$ cat src/rtl/assert_macros.svh
// Assertion helpers for the RTL.
`ifndef ASSERT_MACROS_SVH
`define ASSERT_MACROS_SVH
`ifndef SYNTH
`define ASSERT_CLK(lbl, clk, rst_n, prop, msg) \
    lbl: assert property (@(posedge clk) disable iff (!rst_n) (prop)) else $error(msg);
`define ASSERT_NEVER(lbl, clk, rst_n, expr, msg) \
    lbl: assert property (@(posedge clk) disable iff (!rst_n) !(expr)) else $error(msg);
`else
`define ASSERT_CLK(lbl, clk, rst_n, prop, msg)
`define ASSERT_NEVER(lbl, clk, rst_n, expr, msg)
`endif
`endif

$ cat src/rtl/soed_pkg.sv
package soed_pkg;
    localparam int MAX_OPS_D   = 64;
    localparam int MAX_SITES_D = 1024;
    localparam int FRAC_BITS_D = 24;

    localparam logic [1:0] ACT_CLEAR  = 2'd0;
    localparam logic [1:0] ACT_LOAD   = 2'd1;
    localparam logic [1:0] ACT_EXPAND = 2'd2;

    localparam int ROT_W   = 18;
    localparam int TRANS_W = 26;
    localparam int COORD_W = 32;
    localparam int TYPE_W  = 7;
    localparam int CNT_W   = 7;
    localparam int ACC_W   = 36;

    // controller -> datapath
    typedef struct packed {
        logic op_rd;      // issue table read for current op
        logic compute;    // form the folded site from table data
        logic site_rd;    // issue store read at scan index
        logic store_wr;   // append the site
    } t_dp_cmd;

    // datapath -> controller
    typedef struct packed {
        logic match;      // compared entry is within tolerance
    } t_dp_sts;
endpackage

$ cat src/rtl/soed_ctrl.sv
module soed_ctrl
    import soed_pkg::*;
#(
    parameter int MAX_OPS   = MAX_OPS_D,
    parameter int MAX_SITES = MAX_SITES_D
) (
    input  logic                         i_clk,
    input  logic                         i_rst_n,
    input  logic                         i_start,
    input  logic                         i_clear,
    input  logic [CNT_W-1:0]             i_op_count,
    input  t_dp_sts                      i_sts,
    input  logic                         i_out_ready,
    output t_dp_cmd                      o_cmd,
    output logic                         o_busy,
    output logic [$clog2(MAX_OPS)-1:0]   o_op_addr,
    output logic [$clog2(MAX_SITES)-1:0] o_site_addr,
    output logic                         o_out_valid,
    output logic                         o_is_new,
    output logic                         o_full,
    output logic                         o_last
);
    localparam int OA = $clog2(MAX_OPS);
    localparam int SA = $clog2(MAX_SITES);
    localparam int SC = $clog2(MAX_SITES + 1);
    localparam int OC = $clog2(MAX_OPS + 1);

    localparam logic [2:0] S_IDLE = 3'd0;
    localparam logic [2:0] S_OPRD = 3'd1;
    localparam logic [2:0] S_COMP = 3'd2;
    localparam logic [2:0] S_SRD  = 3'd3;
    localparam logic [2:0] S_CMP  = 3'd4;
    localparam logic [2:0] S_OUT  = 3'd5;

    logic [2:0]    r_state, n_state;
    logic [OC-1:0] r_op, n_op, r_nops, n_nops;
    logic [SC-1:0] r_cnt, n_cnt, r_scan, n_scan;
    logic          r_new, n_new, r_fl, n_fl;

    always_comb begin
        n_state = r_state; n_op = r_op; n_nops = r_nops;
        n_cnt = r_cnt; n_scan = r_scan; n_new = r_new; n_fl = r_fl;
        o_cmd = '0;
        unique case (r_state)
            S_IDLE: begin
                if (i_clear) n_cnt = '0;
                if (i_start) begin
                    n_nops = (i_op_count > CNT_W'(MAX_OPS)) ? OC'(MAX_OPS)
                                                            : OC'(i_op_count);
                    n_op = '0;
                    if (i_op_count != '0) n_state = S_OPRD;
                end
            end
            S_OPRD: begin
                o_cmd.op_rd = 1'b1;
                n_state = S_COMP;
            end
            S_COMP: begin
                o_cmd.compute = 1'b1;
                n_scan = '0;
                n_state = S_SRD;
            end
            S_SRD: begin
                // hold the read address at r_scan; append when scan is done and the store has room
                if (r_scan >= r_cnt) begin
                    if (r_cnt < SC'(MAX_SITES)) begin
                        o_cmd.store_wr = 1'b1;
                        n_cnt = r_cnt + 1'b1;
                        n_new = 1'b1; n_fl = 1'b0;
                    end else begin
                        n_new = 1'b0; n_fl = 1'b1;
                    end
                    n_state = S_OUT;
                end else begin
                    o_cmd.site_rd = 1'b1;
                    n_state = S_CMP;
                end
            end
            S_CMP: begin
                if (i_sts.match) begin
                    n_new = 1'b0; n_fl = 1'b0;
                    n_state = S_OUT;
                end else begin
                    n_scan = r_scan + 1'b1;
                    n_state = S_SRD;
                end
            end
            S_OUT: begin
                if (i_out_ready) begin
                    n_op = r_op + 1'b1;
                    n_state = (r_op + 1'b1 == r_nops) ? S_IDLE : S_OPRD;
                end
            end
            default: n_state = S_IDLE;
        endcase
    end

    always_ff @(posedge i_clk) begin
        if (!i_rst_n) begin
            r_state <= S_IDLE; r_cnt <= '0; r_op <= '0; r_nops <= '0;
            r_scan <= '0; r_new <= 1'b0; r_fl <= 1'b0;
        end else begin
            r_state <= n_state; r_cnt <= n_cnt; r_op <= n_op; r_nops <= n_nops;
            r_scan <= n_scan; r_new <= n_new; r_fl <= n_fl;
        end
    end

    assign o_busy      = (r_state != S_IDLE);
    assign o_op_addr   = r_op[OA-1:0];
    assign o_site_addr = (r_scan >= r_cnt) ? r_cnt[SA-1:0] : r_scan[SA-1:0];
    assign o_out_valid = (r_state == S_OUT);
    assign o_is_new    = r_new;
    assign o_full      = r_fl;
    assign o_last      = (r_op + 1'b1 == r_nops);
endmodule

$ cat config.mk
export PLATFORM = sky130hd
export DESIGN_NAME = soed_ctrl
export DESIGN_NICKNAME = d
export VERILOG_FILES = /design/src/rtl/assert_macros.svh /design/src/rtl/soed_pkg.sv /design/src/rtl/soed_ctrl.sv
export SDC_FILE = /design/constraint.sdc
export NUM_CORES = 1
export LEC_CHECK = 0
export BUFFER_PORTS_ARGS = -buffer_cell sky130_fd_sc_hd__buf_2
export CORE_MARGIN = 2
export CORE_UTILIZATION = 30
export DETAILED_ROUTE_END_ITERATION = 10
export MAX_ROUTING_LAYER = met4
export PLACE_DENSITY = 0.47
export REMOVE_ABC_BUFFERS = 1
export SLEW_MARGIN = 20
export SYNTH_ARGS = -nofsm -noshare
export SYNTH_HDL_FRONTEND = slang
export SYNTH_SLANG_ARGS = --single-unit
$ cat constraint.sdc
create_clock -name i_clk -period 2.8 [get_ports i_clk]
set_input_delay 0.56 -clock i_clk [delete_from_list [all_inputs] [get_ports i_clk]]
set_output_delay 0.56 -clock i_clk [all_outputs]
set_load 0.005 [all_outputs]
== Word-level counts from Yosys, hierarchy flattened ==
Cells that the tools add are included.
W data, S select, Z words.
Storage, ports and cells
  input port bits: 13
  output and inout port bits: 25
  register bits after elaboration: 41
  logic and storage cells: 70
Operators by class
  order comparisons: 3
  muxes and demuxes: 30
  reductions and logical operators: 13
  $add $sub $neg: 3
  eq/ne operators: 14
Operator list (number)
  $mux W11: 4
  $pmux W11 S2: 2
  $add A11 B1 Y11 const B: 2
  $mux W7: 3
  $pmux W3 S6: 1
  $ne A2 B2 Y1 const B: 8
  $pmux W7 S2: 1
  $mux W3: 4
  $ge A11 B11 Y1: 1
  $lt A11 B11 Y1 const B: 1
  $mux W1: 11
  $mux W10: 1
  $reduce_and A3 Y1: 3
  $reduce_bool A2 Y1: 4
  $add A7 B1 Y7 const B: 1
  $eq A7 B7 Y1: 1
  $gt A7 B7 Y1 const B: 1
  $reduce_bool A7 Y1: 1
  $eq A3 B2 Y1 const B: 2
  $eq A3 B3 Y1 const B: 2
  $pmux W1 S2: 2
  $reduce_and A2 Y1: 2
  $reduce_and A4 Y1: 1
  $eq A3 B1 Y1 const B: 1
  other kinds (3): 3

== Longest topological paths before layout ==
  depth in word-level cells: 5
  mapped depth: 11

== Least setup slack after synthesis ==
OpenSTA, ideal clock, no wires.
  kind: register to output
  from: reg r_cnt[4]
  to: out o_site_addr[3]
  slack: 0.267 ns
  stages on the path, launching flop included: 9
  arrival time: 1.973 ns
  cell sequence: dfxtp_1 inv_1 ha_1 a21oi_1 o21ai_1 a21oi_2 o21bai_1 clkbuf_1 mux2_2
Between the ends
  cells in the longest elaborated chain, start to end: 2
Ends and longest elaborated chain
  start: declaration: line soed_ctrl.sv:37  | logic [SC-1:0] r_cnt, n_cnt, r_scan, n_scan;
  start signal: assignment: line soed_ctrl.sv:103  | r_state <= n_state; r_cnt <= n_cnt; r_op <= n_op; r_nops <= n_nops;
  $ge A11 B11 Y1: line soed_ctrl.sv:110  | assign o_site_addr = (r_scan >= r_cnt) ? r_cnt[SA-1:0] : r_scan[SA-1:0];
  $mux W10: line soed_ctrl.sv:110
  end: declaration: line soed_ctrl.sv:17  | output logic [$clog2(MAX_SITES)-1:0] o_site_addr,
No other way between the ends.

== Worst setup path after layout ==
  from: reg r_cnt[5]
  to: out o_site_addr[8]
The elaborated chain is that of the path after synthesis.

==> impl_results.md <==
* Status: finished clean
* Sequential-to-total area share from yosys stat at approximately 32%
* Tmin final at roughly 2700 ps
* Power per cell area at 419 nW/um^2
* DIE WIDTH at 96.3 microns
* DR WL/cell at between 10 and 15 microns
* Max transition margin at around 55%
* Core area at 8220 sq um
* Max Slew Vio Count at 0
* I/O Buffers at 37
* Final RePlAce weighted congestion at about 0.8
* CP Data Arrival Time at 2130 ps
* Critical-path maximum fanout at 6
* P_leak at 1.20 nW
* WL final at between 6000 and 7000 microns
* Cts hold-fix bufs at 0
* Number of synthesized flops with an enable pin at 0
* Pre-CTS WS at around 220 ps
* Syn Inst Count at between 300 and 400
* Global-route wire length before repair at ~10000 microns
* Synthesized area per cell at slightly above 8 sq um
* Seq cells post-synth at 41
* Chip Height at 96.3 microns
* Yosys warnings at 0
* Psw at roughly 0.00038 W
* Synth async-reset ratio at 0%
* Initial Util at between 30% and 40%
* Clock tree buffer depth at 2
* CTS Buf Count at 5
* DRC at 0
* Cell area after synthesis at 2550 sq um
* CTS clk-pin slew, worst paths at about 100 ps
* Req. time, crit path at around 2200 ps
* Post-synth top area share at 32.1%
* Initial DRC count at 93
* Worst-Skew Late Latency at about 300 ps
* # clock sinks at 41
* Final hold violation count at 0
* DRT Pass-1 Iters at 4
* Antenna diode count at 0
* PnR worst setup slack at 106 ps
* Max Cap Viol at 0
* NumNets Final at between 300 and 400
* Sequential power share at about 50%
* CTS tree: built
* Switch share at 30.5%
* Vias in the first global route at around 2000
* Top_reg_cell synth: dfxtp_1
* Clk pwr share at about a third
* Setup Crit Path Kind: reg -> out
* Skew final at ~19 ps
* Share of cells above drive strength 1 at approximately 28%
* Comb pwr share at roughly 18%
* Area contributors post-synth: dfxtp_1 (32%), ha_1 (6.9%), xnor2_1 (5.1%), a21oi_1 (4.7%), mux2_2 (4.4%)
* GR Util All Layers at approximately 14%
* Clk Tree Root Cell: clkbuf_8
* Yosys cell types at 46
* Area growth syn-to-layout at 17.2%
* Hpwl dp at around 4500 microns
* VDD IR max at 0.000183 V
* DR vias/cell at 4.83
* Remaining global-route overflow at 0
* Slew @ Worst Pin at about 670 ps
* Largest area contributor in the netlist: dfxtp_1
* Largest net degree at the start of global routing at 24
* Total power at ~0.0013 W
* Crit. End Element: primary output
* Via count at 2172
* Initial antenna violation count at 0
* I/O pin total at 38
* Total die area at a little over 9000 sq um
* HP Class: reg -> reg
* Row cnt at 33
* Period utilisation layout at between 90% and 100%
* Final setup fails at 0
* Routed Antenna Nets at 0
* Max Freq at roughly 370 MHz
* Startpoint Class: flip-flop
* Power Internal at between 0.0008 and 0.0009 W
* Htree depth at 2
[power groups by stage]
stage / registers, W / clock network [W] / logic, W
after floorplan: 0.000634 / 0 / 0.000143
after global placement: 0.000643 / 0 / 0.000214
after detailed placement: 0.000642 / 0 / 0.000214
after CTS: 0.000628 / 0.000413 / 0.000218
after global routing: 0.000633 / 0.000438 / 0.000247
final: 0.000630 / 0.000402 / 0.000224
[through the flow]
step / hold WS, ps / instance area (sq um) / instances / setup TNS, ps / util, %
6_report: 496 / 3000 / 450 / 0 / 36.5
4_1_cts: 497 / 2910 / 448 / 0 / 35.4
5_1_grt: 528 / 3000 / 450 / -25.4 / 36.5
2_1_floorplan: 456 / 2450 / 291 / 0 / -
3_3_place_gp: 481 / 2810 / 439 / 0 / 34.2
3_5_place_dp: 484 / 2810 / 439 / 0 / 34.2
[repair_timing]
action | 4_1_cts | 5_1_grt
pin swaps | 2 | 2
cloned | 1 | 0
setup buffers | 0 | 2
hold endpoints to repair | 0 | 0
setup endpoints to repair | 10 | 11
resized for setup | 4 | 23
[cells in the mapped netlist, types with 7 or more instances]
cell type	count
mux2_2	10
nand3_1	18
nor2_1	27
nor3b_1	8
nand2_1	21
inv_1	16
clkbuf_1	9
buf_4	7
dfxtp_1	41
o21ai_0	13
xnor2_1	15
nor2b_1	14
a21oi_1	24
ha_1	14
xor2_1	10
[path summary, 6_finish.rpt]
path / startpoint / end / slack [ps] / depth (start not counted)
worst min-delay path: r_nops[6] / r_nops[6] / 500 / 2
worst max register to register: r_cnt[5] / r_cnt[3] / 420 / 9
worst min register to register: r_nops[6] / r_nops[6] / 500 / 2
worst max-delay path: r_cnt[5] / o_site_addr[8] / 110 / 9
[flip-flops by register name, indices dropped and copies added, names as in the netlist]
name and count:
r_cnt 11, r_scan 11, r_nops 7, r_op 7, r_state 3, o_full 1
o_is_new 1
[cell type report]
cell class | instances | area, sq um
clock buffer | 6 | 72.6
clock inverter | 2 | 15.0
fill | 886 | 5220
inverter | 16 | 60.1
multi-input combinational | 234 | 1620
sequential | 41 | 837
tap | 105 | 131
timing repair buffer | 46 | 260
[layer usage]
metal / track usage (%) / wire length [microns] / part of all wire [%]
met1: 20.2 / 3090 / 51
met2: 20.3 / 2730 / 45
met3: 2.66 / 163 / 2.7
met4: 3.93 / 63 / 1.0
met5: - / 0 / 0
[layout by cell type, fill, tap and decap left out, types with 2 or more instances in the layout]
cell type	netlist	final
nand2_2	1	2
nor2_1	27	25
and2_1	4	4
a21oi_1	24	24
inv_1	16	16
nor2b_1	14	14
xor2_1	10	10
nand4_1	3	3
o21ai_0	13	12
nor3b_1	8	8
xnor2_1	15	15
nand2b_1	5	5
ha_4	0	2
buf_4	7	7
ha_1	14	12
nand2_1	21	20
or3_1	2	2
a2111oi_2	3	3
a21boi_0	4	4
mux2_2	10	10
o21a_1	3	3
dfxtp_1	41	30
nand3_1	18	17
and3_1	6	6
and4_1	2	2
buf_2	0	37
mux2i_1	2	2
clkbuf_8	0	5
nor3_1	6	6
buf_6	2	2
o21ai_2	1	3
clkinvlp_4	0	2
dfxtp_2	0	10
[logic make-up (layout without fill, tap and decap cells)]
kind of cell,Yosys count,after routing,synth area share (%)
AND/OR/NAND/NOR,125,125,26.2
AO/OA/AOI/OAI,58,58,14.4
flip-flops,41,41,32.1
buffers and inverters,34,70,6.61
XOR/XNOR,25,25,8.57
adder cells (fa/ha/maj),14,14,6.86
multiplexers,12,12,5.19
[critical path: stages (launching register included)]
cell      delay (ps)
dfxtp_2          370
inv_1             70
ha_1             290
nand2_2           60
nor2_2           130
a21oi_2           80
o21bai_2         210
buf_6            170
mux2_2           330
buf_2            120
No activity file was read; power rests on OpenSTA's default activity.
